File: config.mk
export PLATFORM = sky130hd
export DESIGN_NAME = imu_sd_fifo
export DESIGN_NICKNAME = d
export VERILOG_FILES = /design/src/hdl/imu_sd_pkg.sv /design/src/hdl/imu_sd_fifo.sv
export SDC_FILE = /design/constraint.sdc
export NUM_CORES = 1
export LEC_CHECK = 0
export ABC_AREA = 1
export BUFFER_PORTS_ARGS = -buffer_cell sky130_fd_sc_hd__clkbuf_2
export CORE_MARGIN = 2
export CORE_UTILIZATION = 45
export DETAILED_ROUTE_END_ITERATION = 8
export PLACE_DENSITY_LB_ADDON = 0.3
export SLEW_MARGIN = 10
export SYNTH_ARGS = -nofsm -noshare
export SYNTH_HDL_FRONTEND = slang
export SYNTH_SLANG_ARGS = --single-unit
File: constraint.sdc
create_clock -name clk -period 1.92 [get_ports clk]
set_input_delay 0.384 -clock clk [delete_from_list [all_inputs] [get_ports clk]]
set_output_delay 0.384 -clock clk [all_outputs]
set_load 0.005 [all_outputs]
File: src/hdl/imu_sd_pkg.sv
// Shared types and constants for the IMU step and shake detector.
package imu_sd_pkg;

	localparam int NUM_REGS  = 8;
	localparam int REG_IDX_W = 3;
	localparam int CFG_W     = 16;

	typedef enum logic [REG_IDX_W-1:0] {
		REG_STEP_PEAK     = 3'd0,
		REG_STEP_VALLEY   = 3'd1,
		REG_MIN_STEP_GAP  = 3'd2,
		REG_VALLEY_TMO    = 3'd3,
		REG_SHAKE_ACCEL   = 3'd4,
		REG_SHAKE_GYRO    = 3'd5,
		REG_SHAKE_GAP     = 3'd6,
		REG_SHAKE_WINDOW  = 3'd7
	} reg_idx_t;

	localparam logic [CFG_W-1:0] RST_STEP_PEAK    = 16'd9421;
	localparam logic [CFG_W-1:0] RST_STEP_VALLEY  = 16'd7782;
	localparam logic [CFG_W-1:0] RST_MIN_STEP_GAP = 16'd200;
	localparam logic [CFG_W-1:0] RST_VALLEY_TMO   = 16'd500;
	localparam logic [CFG_W-1:0] RST_SHAKE_ACCEL  = 16'd14746;
	localparam logic [CFG_W-1:0] RST_SHAKE_GYRO   = 16'd8515;
	localparam logic [CFG_W-1:0] RST_SHAKE_GAP    = 16'd120;
	localparam logic [CFG_W-1:0] RST_SHAKE_WINDOW = 16'd1000;

	// 410 LSB squared, about 0.05 g
	localparam logic [31:0] QUIET_SQ = 32'd168100;

	localparam logic FUNC_SAMPLE = 1'b0;
	localparam logic FUNC_CLEAR  = 1'b1;

	localparam int QDEPTH = 4;
	localparam int QPTR_W = 2;
	localparam int QCNT_W = 3;

	localparam logic [1:0] SHAKE_EV_MAX  = 2'd3;
	localparam logic [1:0] SHAKE_EV_FIRE = 2'd2;

	typedef struct packed {
		logic               func;
		logic signed [15:0] accel_x;
		logic signed [15:0] accel_y;
		logic signed [15:0] accel_z;
		logic signed [15:0] gyro_x;
		logic signed [15:0] gyro_y;
		logic signed [15:0] gyro_z;
		logic [31:0]        time_ms;
	} sample_t;

	typedef struct packed {
		logic        step_seen;
		logic        shake_seen;
		logic [23:0] step_total;
	} result_t;

	typedef struct packed {
		logic [CFG_W-1:0] step_peak_level;
		logic [CFG_W-1:0] step_valley_level;
		logic [CFG_W-1:0] min_step_gap_ms;
		logic [CFG_W-1:0] valley_timeout_ms;
		logic [CFG_W-1:0] shake_accel_level;
		logic [CFG_W-1:0] shake_gyro_level;
		logic [CFG_W-1:0] shake_gap_ms;
		logic [CFG_W-1:0] shake_window_ms;
	} cfg_t;

	// classified sample handed from front to back
	typedef struct packed {
		logic        clear;
		logic        quiet;
		logic        shake_hit;
		logic        above_peak;
		logic        below_valley;
		logic [31:0] time_ms;
	} class_t;

endpackage

File: src/hdl/imu_sd_fifo.sv
// Short queue of classified samples between front and back.
module imu_sd_fifo (
	input  logic               clk,
	input  logic               arst_n,
	input  logic               push,
	input  imu_sd_pkg::class_t push_data,
	input  logic               pop,
	output logic               nempty,
	output logic               full,
	output imu_sd_pkg::class_t head
);
	import imu_sd_pkg::*;

	class_t            entry_q [QDEPTH];
	logic [QPTR_W-1:0] wr_ptr_q, rd_ptr_q;
	logic [QCNT_W-1:0] count_q;

	assign nempty = count_q != '0;
	assign full   = count_q == QCNT_W'(QDEPTH);
	assign head   = entry_q[rd_ptr_q];

	always_ff @(posedge clk or negedge arst_n) begin
		if (!arst_n) begin
			wr_ptr_q <= '0;
			rd_ptr_q <= '0;
			count_q  <= '0;
		end else begin
			if (push) begin
				wr_ptr_q <= wr_ptr_q + QPTR_W'(1);
			end
			if (pop) begin
				rd_ptr_q <= rd_ptr_q + QPTR_W'(1);
			end
			if (push && !pop) begin
				count_q <= count_q + QCNT_W'(1);
			end else if (!push && pop) begin
				count_q <= count_q - QCNT_W'(1);
			end
		end
	end

	always_ff @(posedge clk) begin
		if (push) begin
			entry_q[wr_ptr_q] <= push_data;
		end
	end

endmodule

==> results.cfg <==
[critical_path]
crit_slowest_cell = sky130_fd_sc_hd__dfrtp_4
setup.worst_path.start_class = flip-flop
critical_path.top_delay_family = flip-flops
critical_path.endpoint_type = output pin
critical_path.cell_chain = buf_12, o211ai_1, nand2_1, clkbuf_2
max_stage_delay_ps = 540
critical_path.n_buffers_inverters = 2
critical_path_arrival_ps = 1620
critPathMaxFanout = 52
timing.reg2reg.worst_path_depth = 5
cell_depth_of_the_worst_setup_path = 4
critPathRequiredTime_ps = 1540
critical_path_class = reg -> out

[run_status]
outcome = finished with violations
violations_in_the_final_reports = negative setup slack

[clock_tree]
ctsHtreeMaxLevel = 4
clk_pin_slew_worst_setup_hold_paths_ps = 60
worstSkewPairLatency_ps = 420
master_cell_of_the_clock_root_buffer = sky130_fd_sc_hd__clkbuf_16
tritoncts = done
cts-root-to-sink-buffers = 2
cts_num_sinks = 155
cts_made_buffers = 17

[synthesis]
yosys.area_share.adder_pct = 1.30
synth_compound_area_share_pct = 9.74
synthXorXnorAreaFrac_pct = 0.550
post_synth_num_cell_types = 19
synth.mux.area_fraction_pct = 0
synth.avg_cell_area_um2 = 13.2
synth-seq-cells = 155
synth_top_family_by_area = compound AO/OA/AOI/OAI gates
postSynthNetCount = 528
seq_area_frac_synth_pct = 72.5
yosys.area_share.simple_pct = 7.68
synthesis.instances = 481
synthesis.yosys.warnings = 0
syn_area_um2 = 6370

[floorplan]
die_ar_um2 = 15100
coreArea_um2 = 13900
design.portCount = 80
die-height_um = 123
placementRows = 43
initial_utilization_pct = 45.9
fp.dieW_um = 123

[finish]
mostFrequentLayoutCell = sky130_fd_sc_hd__edfxtp_1
fill_cells = 1147
post_route_cells_drive_above_1_share_pct = 24.9
areaGrowthSynthToFinish_pct = 20.2
finish.net_count = 621
final_cell_mix = sky130_fd_sc_hd__edfxtp_1, sky130_fd_sc_hd__nand2_1, sky130_fd_sc_hd__inv_1, sky130_fd_sc_hd__clkbuf_2, sky130_fd_sc_hd__o211ai_1

[pwr]
p_leak_nw = 3.18
p_total_w = 0.0120
vdd_drop_max_mv = 0.931
power-per-cell-area_nw_per_um2 = 1560

[timing]
skew_ps = 17.6
unrepaired_setup_endpoints_after_global_routing = yes
fmax_ghz = 0.500
timing_max_transition_violations_final = 0
post-route-period-util_pct = 104
final_hold_viol_count = 0
worst_slew_pin_slew_ps = 361
min_period_ps = 2000
max_slew_margin_pct = 75.9
worst_slack_ps = -79.0
setup_total_negative_slack_ps = -856
setup-violations-final = 28

[grt]
grt_start_max_net_pins = 53
global_route.overflow_total = 0
grt_pass1_vias = 3673
track_usage_pct = 16.4
initial_antenna_violation_count = 0
wire_length_of_the_first_global_routing_pass_um = 18100

[run]
max_cap_violations = 0

[placement]
detailedPlacementHpwl_um = 7400
placement.io_buffers = 79
gpl.final_weighted_congestion = 0.709

[routing]
via_count = 3737
detail-route-antenna-nets = 0
dr.pass1.iters = 4
vias_per_cell = 4.87
wl_cell_um = 15.2
drcViolationCount = 0
detail_route.iter0.violations = 261
wl_um = 11700

[hold_path]
timing.hold.worst_path_depth = 1
timing.hold.worst.class = in -> reg
==> worst reg2reg max path, delay by kind of cell, from the launching register on <==
| family | cells | cell delay [ps] |
|---|---|---|
| DFF | 1 | 420 |
| adders and majority gates | 1 | 140 |
| and+or+nand+nor | 1 | 50 |
| buffers and inverters | 3 | 490 |
==> worst paths after layout <==
| check | slack [ps] | start | endpoint |
|---|---|---|---|
| max reg2reg | 470 | wr_ptr_q[0] | entry_q[0][2] |
| max in group asynchronous | 1400 | arst_n | rd_ptr_q[0] |
| min | 180 | push_data[15] | entry_q[3][15] |
| min reg2reg | 470 | count_q[2] | count_q[2] |
| max | -80 | rd_ptr_q[0] | head[8] |
| min in group asynchronous | 330 | arst_n | rd_ptr_q[0] |
==> registers in the layout, summed over array words and instances (netlist names) <==
register  cells
entry_q     148
wr_ptr_q      2
count_q       3
rd_ptr_q      2
==> area by class of cell <==
type	instances	area, um^2	share of cell area, %
multi-input cells	214	1230	16.0
repair buffers	100	626	8.17
clock buffers	19	433	5.65
inverters	86	323	4.22
flip-flops and latches	155	4620	60.4
clock inverters	13	198	2.58
diodes	1	2.50	0.0327
well taps	180	225	2.94
==> cells in the mapped netlist <==
cell type | number | area share [%]
sky130_fd_sc_hd__edfxtp_1 | 148 | 70
sky130_fd_sc_hd__nand2_1 | 125 | 7.4
sky130_fd_sc_hd__inv_1 | 86 | 5.1
sky130_fd_sc_hd__o211ai_1 | 62 | 7.3
sky130_fd_sc_hd__buf_2 | 12 | 0.94
sky130_fd_sc_hd__o211ai_2 | 12 | 2.4
sky130_fd_sc_hd__buf_6 | 11 | 1.9
sky130_fd_sc_hd__dfrtp_1 | 7 | 2.7
sky130_fd_sc_hd__ha_1 | 5 | 0.98
sky130_fd_sc_hd__xor2_1 | 3 | 0.41
sky130_fd_sc_hd__buf_4 | 2 | 0.24
sky130_fd_sc_hd__clkbuf_1 | 1 | 0.059
sky130_fd_sc_hd__fa_1 | 1 | 0.31
sky130_fd_sc_hd__nand3_1 | 1 | 0.078
sky130_fd_sc_hd__nand4_1 | 1 | 0.098
sky130_fd_sc_hd__nor2_1 | 1 | 0.059
sky130_fd_sc_hd__nor3_1 | 1 | 0.078
sky130_fd_sc_hd__o21ai_1 | 1 | 0.078
sky130_fd_sc_hd__xnor2_1 | 1 | 0.14
==> cell families after synthesis <==
group | count (synthesis)
compound gates | 75
xor+xnor | 4
fa+ha+maj | 6
buf+inv | 112
flops | 155
simple gates | 129
==> stage by stage <==
| step | hold WS [ps] | utilization (%) | setup slack (ps) | cell area (um^2) | std cells |
|---|---|---|---|---|---|
| floorplan | 88.4 | - | 125 | 6370 | 481 |
| finish | 177 | 55.2 | -79.0 | 7660 | 768 |
| CTS | 163 | 55.2 | -113 | 7660 | 767 |
| global route | 168 | 55.2 | -163 | 7660 | 767 |
| global placement | 242 | 50.3 | 314 | 6990 | 731 |
| detailed placement | 242 | 50.3 | 268 | 6990 | 731 |
==> metal layers <==
| metal | routed length (um) | vias to the layer above | global-route usage, % |
|---|---|---|---|
| li1 | - | 1853 | - |
| met1 | 5040 | 1806 | 19.7 |
| met2 | 6100 | 76 | 27.5 |
| met3 | 500 | 2 | 5.44 |
| met4 | 49 | 0 | 6.04 |
| met5 | 0 | - | 0 |
==> what timing repair did <==
action,4_1_cts,5_1_grt
pin swaps,4,7
resized for setup,2,0
hold endpoints to repair,7,0
setup endpoints to repair,34,37
hold buffers,1,0
setup buffers,3,0
==> report_power, final <==
| part | internal, W | leakage (nW) | total [W] | switching, W |
|---|---|---|---|---|
| clock network | 0.00229 | 0.306 | 0.00352 | 0.00123 |
| registers | 0.00444 | 1.44 | 0.00468 | 0.000234 |
| logic | 0.00151 | 1.43 | 0.00378 | 0.00227 |
| total | 0.00824 | 3.18 | 0.0120 | 0.00373 |
Note: power is estimated with default switching activity, not from simulation.
