==> src/hdl/imu_sd_pkg.sv <==
// Shared types and constants for the IMU step and shake detector.
package imu_sd_pkg;

	localparam int NUM_REGS  = 8;
	localparam int REG_IDX_W = 3;
	localparam int CFG_W     = 16;

	typedef enum logic [REG_IDX_W-1:0] {
		REG_STEP_PEAK     = 3'd0,
		REG_STEP_VALLEY   = 3'd1,
		REG_MIN_STEP_GAP  = 3'd2,
		REG_VALLEY_TMO    = 3'd3,
		REG_SHAKE_ACCEL   = 3'd4,
		REG_SHAKE_GYRO    = 3'd5,
		REG_SHAKE_GAP     = 3'd6,
		REG_SHAKE_WINDOW  = 3'd7
	} reg_idx_t;

	localparam logic [CFG_W-1:0] RST_STEP_PEAK    = 16'd9421;
	localparam logic [CFG_W-1:0] RST_STEP_VALLEY  = 16'd7782;
	localparam logic [CFG_W-1:0] RST_MIN_STEP_GAP = 16'd200;
	localparam logic [CFG_W-1:0] RST_VALLEY_TMO   = 16'd500;
	localparam logic [CFG_W-1:0] RST_SHAKE_ACCEL  = 16'd14746;
	localparam logic [CFG_W-1:0] RST_SHAKE_GYRO   = 16'd8515;
	localparam logic [CFG_W-1:0] RST_SHAKE_GAP    = 16'd120;
	localparam logic [CFG_W-1:0] RST_SHAKE_WINDOW = 16'd1000;

	// 410 LSB squared, about 0.05 g
	localparam logic [31:0] QUIET_SQ = 32'd168100;

	localparam logic FUNC_SAMPLE = 1'b0;
	localparam logic FUNC_CLEAR  = 1'b1;

	localparam int QDEPTH = 4;
	localparam int QPTR_W = 2;
	localparam int QCNT_W = 3;

	localparam logic [1:0] SHAKE_EV_MAX  = 2'd3;
	localparam logic [1:0] SHAKE_EV_FIRE = 2'd2;

	typedef struct packed {
		logic               func;
		logic signed [15:0] accel_x;
		logic signed [15:0] accel_y;
		logic signed [15:0] accel_z;
		logic signed [15:0] gyro_x;
		logic signed [15:0] gyro_y;
		logic signed [15:0] gyro_z;
		logic [31:0]        time_ms;
	} sample_t;

	typedef struct packed {
		logic        step_seen;
		logic        shake_seen;
		logic [23:0] step_total;
	} result_t;

	typedef struct packed {
		logic [CFG_W-1:0] step_peak_level;
		logic [CFG_W-1:0] step_valley_level;
		logic [CFG_W-1:0] min_step_gap_ms;
		logic [CFG_W-1:0] valley_timeout_ms;
		logic [CFG_W-1:0] shake_accel_level;
		logic [CFG_W-1:0] shake_gyro_level;
		logic [CFG_W-1:0] shake_gap_ms;
		logic [CFG_W-1:0] shake_window_ms;
	} cfg_t;

	// classified sample handed from front to back
	typedef struct packed {
		logic        clear;
		logic        quiet;
		logic        shake_hit;
		logic        above_peak;
		logic        below_valley;
		logic [31:0] time_ms;
	} class_t;

endpackage

==> src/hdl/imu_sd_if.sv <==
// Valid/ready channel carrying one payload item per transfer.
interface imu_sd_if #(
	parameter type payload_t = logic
) ();
	logic     valid;
	logic     ready;
	payload_t payload;

	modport source (output valid, output payload, input ready);
	modport sink   (input valid, input payload, output ready);
endinterface

==> src/hdl/imu_sd_back.sv <==
// Back end: shake and step state machines, step counter and result register.
module imu_sd_back #(
	parameter int COUNT_BITS = 24
) (
	input  logic               clk,
	input  logic               arst_n,
	input  imu_sd_pkg::cfg_t   cfg,
	input  logic               q_nempty,
	input  imu_sd_pkg::class_t q_head,
	output logic               q_pop,
	imu_sd_if.source           result
);
	import imu_sd_pkg::*;

	logic                  awaiting_valley_q;
	logic [31:0]           last_step_time_q, peak_time_q, last_shake_time_q;
	logic [1:0]            shake_events_q;
	logic [COUNT_BITS-1:0] step_cnt_q;

	logic                  awaiting_n;
	logic [31:0]           last_step_n, peak_n, last_shake_n;
	logic [1:0]            events_n;
	logic [COUNT_BITS-1:0] cnt_n;
	logic                  step, shake;
	logic [31:0]           d_shake, d_step, d_peak, cnt_ext;
	logic                  shake_counted;

	logic    out_valid_q;
	result_t out_q;

	assign q_pop          = q_nempty && (!out_valid_q || result.ready);
	assign result.valid   = out_valid_q;
	assign result.payload = out_q;

	assign d_shake = q_head.time_ms - last_shake_time_q;
	assign d_step  = q_head.time_ms - last_step_time_q;
	assign d_peak  = q_head.time_ms - peak_time_q;

	always_comb begin
		awaiting_n    = awaiting_valley_q;
		last_step_n   = last_step_time_q;
		peak_n        = peak_time_q;
		last_shake_n  = last_shake_time_q;
		events_n      = shake_events_q;
		cnt_n         = step_cnt_q;
		step          = 1'b0;
		shake         = 1'b0;
		shake_counted = 1'b0;
		if (q_head.clear) begin
			cnt_n = '0;
		end else if (!q_head.quiet) begin
			if (q_head.shake_hit && (d_shake > 32'(cfg.shake_gap_ms))) begin
				shake_counted = 1'b1;
				last_shake_n  = q_head.time_ms;
				if (shake_events_q != SHAKE_EV_MAX) begin
					events_n = shake_events_q + 2'd1;
				end
			end
			if (events_n >= SHAKE_EV_FIRE) begin
				shake    = 1'b1;
				events_n = '0;
			end
			// a freshly counted event leaves zero idle time
			if (!shake_counted && (d_shake > 32'(cfg.shake_window_ms))) begin
				events_n = '0;
			end

			if (!awaiting_valley_q) begin
				if (q_head.above_peak && (d_step > 32'(cfg.min_step_gap_ms))) begin
					awaiting_n = 1'b1;
					peak_n     = q_head.time_ms;
				end
			end else if (q_head.below_valley) begin
				if (!(&step_cnt_q)) begin
					cnt_n = step_cnt_q + COUNT_BITS'(1);
				end
				last_step_n = q_head.time_ms;
				awaiting_n  = 1'b0;
				step        = 1'b1;
			end else if (d_peak > 32'(cfg.valley_timeout_ms)) begin
				awaiting_n = 1'b0;
			end
		end
	end

	assign cnt_ext = 32'(cnt_n);

	always_ff @(posedge clk or negedge arst_n) begin
		if (!arst_n) begin
			awaiting_valley_q <= 1'b0;
			last_step_time_q  <= '0;
			peak_time_q       <= '0;
			last_shake_time_q <= '0;
			shake_events_q    <= '0;
			step_cnt_q        <= '0;
			out_valid_q       <= 1'b0;
		end else begin
			if (q_pop) begin
				awaiting_valley_q <= awaiting_n;
				last_step_time_q  <= last_step_n;
				peak_time_q       <= peak_n;
				last_shake_time_q <= last_shake_n;
				shake_events_q    <= events_n;
				step_cnt_q        <= cnt_n;
				out_valid_q       <= 1'b1;
			end else if (result.ready) begin
				out_valid_q <= 1'b0;
			end
		end
	end

	always_ff @(posedge clk) begin
		if (q_pop) begin
			out_q.step_seen  <= step;
			out_q.shake_seen <= shake;
			out_q.step_total <= cnt_ext[23:0];
		end
	end

endmodule

==> src/flat_wrapper.sv <==
// flat-port wrapper written by rule: the top's interface ports become plain ports
module imu_sd_back_flat import imu_sd_pkg::*;
#(
	parameter int COUNT_BITS = 24
)
  (clk, arst_n, cfg, q_nempty, q_head, q_pop, result_valid, result_payload, result_ready);
  imu_sd_if result_i ();
  input  logic clk;
  input  logic arst_n;
  input  imu_sd_pkg::cfg_t cfg;
  input  logic q_nempty;
  input  imu_sd_pkg::class_t q_head;
  output logic q_pop;
  output wire logic [$bits(result_i.valid)-1:0] result_valid;
  output wire logic [$bits(result_i.payload)-1:0] result_payload;
  input wire logic [$bits(result_i.ready)-1:0] result_ready;
  assign result_valid = result_i.valid;
  assign result_payload = result_i.payload;
  assign result_i.ready = result_ready;
  imu_sd_back #(.COUNT_BITS(COUNT_BITS)) u_core (.clk(clk), .arst_n(arst_n), .cfg(cfg), .q_nempty(q_nempty), .q_head(q_head), .q_pop(q_pop), .result(result_i));
endmodule
==> config.mk <==
export PLATFORM = sky130hd
export DESIGN_NAME = imu_sd_back_flat
export DESIGN_NICKNAME = d
export VERILOG_FILES = /design/src/hdl/imu_sd_pkg.sv /design/src/hdl/imu_sd_if.sv /design/src/hdl/imu_sd_back.sv /design/src/flat_wrapper.sv
export SDC_FILE = /design/constraint.sdc
export NUM_CORES = 1
export LEC_CHECK = 0
export ABC_AREA = 1
export BUFFER_PORTS_ARGS = -buffer_cell sky130_fd_sc_hd__buf_4
export CAP_MARGIN = 20
export CORE_ASPECT_RATIO = 0.9
export CORE_MARGIN = 3
export CORE_UTILIZATION = 50
export CTS_CLUSTER_SIZE = 20
export DETAILED_ROUTE_END_ITERATION = 8
export PLACE_DENSITY = 0.74
export SYNTH_ARGS = -nofsm -noshare
export SYNTH_HDL_FRONTEND = slang
export SYNTH_SLANG_ARGS = --single-unit
==> constraint.sdc <==
create_clock -name clk -period 3.2 [get_ports clk]
set_clock_uncertainty 0.05 [all_clocks]
set_input_delay 0.16 -clock clk [delete_from_list [all_inputs] [get_ports clk]]
set_output_delay 0.16 -clock clk [all_outputs]
set_load 0.01 [all_outputs]
==> results.txt <==
----------------------------------------------------
[Synth]
  Cell variety after synth ... 42
  Share of async-settable or async-resettable flops after synthesis ... 98.90%
  Biggest area consumer among synthesized cells ... dfrtp_1
  Synth Area in Compound Gates ... 8.813%
  Cell area after synthesis ... 9569 um^2
  Main combinational cell family by area after synthesis ... simple AND/OR/NAND/NOR gates
  Average instance area after synthesis ... 6.022 um^2
  Largest cells by area after synthesis ... dfrtp_1, nand2_1, ha_1
  Most instantiated flip-flop cell in the synthesis netlist ... dfrtp_1
  Synthesized netlist net count ... 1855
  Simple logic cell fraction of the synthesized area ... 37.74%
  Multiplexer share of the synthesized area ... 0.1177%
  Part of the Yosys area used for sequential elements ... 23.85%
  Gate count after technology mapping ... 1589
  FF+latch count, synth ... 91
  Fraction of the mapped netlist area in adder cells ... 12.84%
  Synthesized-area fraction occupied by xor and xnor cells ... 3.478%
  Area share of the leading cell type in the synthesized netlist ... 23.54%
  Synth warn ... 0
  Number of synthesized flops with an enable pin ... 1

[Global routing]
  Initial antenna violation count ... 0
  Total routing resource utilization after global routing ... 25.94%
  Via count of the first global-routing pass ... 9540
  Leftover overflow at the end of global routing ... 0
  First-pass GRT wire length ... 44870 um
  Pin count of the biggest net entering global routing ... 61

[Floorplan]
  DIE WIDTH ... 151.8 um
  Row Count ... 47
  Height of the die ... 137.2 um
  Initial standard-cell utilization of the core ... 51.49%
  Placeable core area ... 18580 um^2
  Die area ... 20840 um^2
  I/O pin count ... 172

[CTS]
  Worst-case clock buffer depth ... 2
  Buffer cell driving the clock tree root ... clkbuf_16
  H-tree levels ... 3
  TritonCTS clock tree ... done
  Worst-skew pair later-pin latency ... 0.35 ns
  Clock-pin slew on the worst setup and hold paths ... 0.07 ns
  Total number of clock tree sinks ... 91
  TritonCTS Buffers ... 9

[Cells and area]
  Ant. Diodes ... 0
  Final design utilization ... 65.39%
  Layout cell share with drive strength beyond 1 ... 17.49%
  Layout Area Growth over Synthesis ... 26.97%
  Commonest non-fill, non-tap cells in the layout ... nand2_1, inv_1, buf_4
  Commonest non-fill, non-tap cell in the layout ... nand2_1
  Final Net Count ... 2056

[Setup path]
  Crit start category ... register
  Library cell contributing the largest single delay on the critical path ... dfrtp_1
  Delay of the slowest cell on the worst path ... 0.39 ns
  Crit Path Max Fanout ... 8
  Worst setup EP type ... register
  Critical register-to-register path startpoint ... u_core.last_step_time_q[0]$_DFFE_PN0P_
  Most repeated library cell on the critical path ... nand3_1
  Cell class contributing the biggest share of worst-path delay ... simple AND/OR/NAND/NOR gates
  Arrival @ worst endpoint ... 3.78 ns
  CP required ... 3.38 ns
  Worst Setup Path Type ... register to register
  Worst Setup SP ... u_core.last_step_time_q[0]$_DFFE_PN0P_
  Critical path buffers and inverters ... 5
  Ordered cell list for the critical path ... ha_2 -> fa_2 -> inv_2 -> buf_4 -> buf_4 -> nand3_1 -> nand3_1 -> xor2_1 -> ha_1 -> nand2_1 -> a21oi_1 -> o21ai_0 -> nand3_1 -> o21bai_1 -> nand3_1 -> nor2_1 -> nand3_1 -> nor2_1 -> nand2_2 -> buf_6 -> buf_16 -> nand3_2 -> nand2_1

[Power]
  PD cells ... 580.3 nW/um^2
  Leakage ... 0.006901 uW
  Maximum VDD drop ... 320.1 uV

[Timing]
  Highest clock rate ... 277.7 MHz
  Post-layout worst setup margin ... -0.4010 ns
  Transition time at the pin with the least slew margin ... 0.7745 ns
  Finish-stage setup viols ... 33
  Final Hold Violating Endpoints ... 0
  Setup repair after global routing missed its margin ... yes
  Period minus WS final ... 3.601 ns
  Relative slew margins ... 48.37%
  Max Slew Vio Count ... 0
  Final worst path period share ... 112.5%
  Final-layout worst hold slack ... 0.01557 ns
  Final TNS setup ... -12.25 ns

[Flow run]
  Number of maximum-capacitance violations ... 0

[Detailed routing]
  Detailed-route wire length ... 28260 um
  Via total after detailed routing ... 10395
  Number of vias per cell after detailed routing ... 5.096
  Initial DRC count ... 817
  Remaining routing DRC violations ... 0
  Detailed-route wire length per cell ... 13.85 um
  Count of nets left with antenna violations after detail routing ... 0
  First-pass iteration count of the detailed router ... 5

[Hold path]
  Worst Hold Launch ... result_ready
  Min-Delay Path Class ... input port to register

[Run status]
  Violated checks ... negative setup slack
  Outcome ... complete, but fails checks

[Placed design]
  Half-perimeter wire length of the detailed placement result ... 21870 um
  Number of I/O port buffers ... 74
  Final weighted congestion in routability-driven placement ... 0.9420

----------------------------------------------------
-- Yosys cell counts (2+ instances only) --
library cell,instances
nor3_2,3
a21boi_0,2
buf_6,3
o21bai_1,7
nor4_1,7
clkbuf_1,8
buf_2,5
xnor2_1,7
and3_1,3
ha_1,95
nand3_1,108
or2_2,2
nand4_1,16
fa_1,2
a21o_1,2
nand3b_1,6
and2_1,5
buf_1,3
o21a_1,3
xor2_1,31
dfrtp_1,90
inv_1,307
inv_2,2
nor3_1,19
o21ai_0,25
a21oi_2,2
a31oi_1,4
nor2_1,165
o22ai_1,2
nand2_2,5
a21oi_1,105
nand2_1,535
-- layout make-up --
cell class | count | area [um^2]
clock inverter | 5 | 65.06
clock buffer | 11 | 252.7
timing repair buffer | 209 | 1694
sequential | 91 | 2282
fill | 1649 | 6432
multi-input combinational | 1170 | 6390
inverter | 309 | 1160
tap | 245 | 306.5
-- power breakdown --
part,total (uW),internal (uW),switching (uW)
clock network,1140,659,484
registers,1490,1370,122
logic,4420,1920,2500
total,7050,3950,3110
-- sequential cells by signal (all words and copies together) (netlist names) --
name / cells
u_core.last_step_time_q: 32
u_core.peak_time_q: 32
u_core.step_cnt_q: 24
u_core.awaiting_valley_q: 1
u_core.result.payload: 1
u_core.result.valid: 1
-- routing by layer --
| metal | global-route usage, % | vias to the layer above | wire length, um |
|---|---|---|---|
| met5 | 0 | - | 0 |
| met4 | 5.642 | 0 | 508 |
| met3 | 3.455 | 41 | 1667 |
| met2 | 44.10 | 292 | 13200 |
| met1 | 35.70 | 4718 | 12880 |
| li1 | - | 5344 | - |
-- stage by stage --
step	power [uW]	setup slack, ns	std cells	cell area, um^2
after floorplan	4116	0.004850	1589	9579
after global placement	5426	-0.1766	2000	11220
after detailed placement	5509	-0.3449	2000	11220
after CTS	6779	-0.2982	2034	11840
after global routing	7692	-0.6263	2040	12150
final	7050	-0.4010	2040	12150
-- worst reg2reg max path, stage by stage, from the launching register on --
cell,delay [ns]
dfrtp_1,0.39
ha_2,0.19
fa_2,0.35
inv_2,0.07
buf_4,0.10
buf_4,0.09
nand3_1,0.09
nand3_1,0.19
xor2_1,0.21
ha_1,0.28
nand2_1,0.07
a21oi_1,0.04
o21ai_0,0.17
nand3_1,0.11
o21bai_1,0.15
nand3_1,0.09
nor2_1,0.10
nand3_1,0.07
nor2_1,0.13
nand2_2,0.12
buf_6,0.16
buf_16,0.14
nand3_2,0.06
nand2_1,0.06
-- path summary, 6_finish.rpt --
check	end	slack (ns)	depth (start not counted)
hold reg to reg	u_core.peak_time_q[17]$_DFFE_PN0P_	0.44	2
setup / recovery	u_core.peak_time_q[18]$_DFFE_PN0P_	-0.40	23
max in group asynchronous	u_core.step_cnt_q[4]$_DFFE_PN0P_	1.97	3
min in group asynchronous	u_core.last_step_time_q[1]$_DFFE_PN0P_	0.39	2
setup reg to reg	u_core.peak_time_q[18]$_DFFE_PN0P_	-0.40	23
hold / removal	u_core.result.valid$_DFFE_PN0P_	0.02	4
-- timing repair --
action | in CTS | in global routing
resized for setup | 28 | 64
buffers inserted | 15 | 7
pin swaps | 9 | 12
endpoints found under the hold margin | 58 | 0
endpoints found under the setup margin | 33 | 33
hold buffers | 1 | 0
cloned | 3 | 2
-- cell families after synthesis --
group | after synthesis
adder cells (fa/ha/maj) | 97
multiplexers | 1
flip-flops | 91
AO/OA/AOI/OAI | 156
buffers and inverters | 328
XOR/XNOR | 38
AND/OR/NAND/NOR | 878
(Power assumes the default switching activity.)
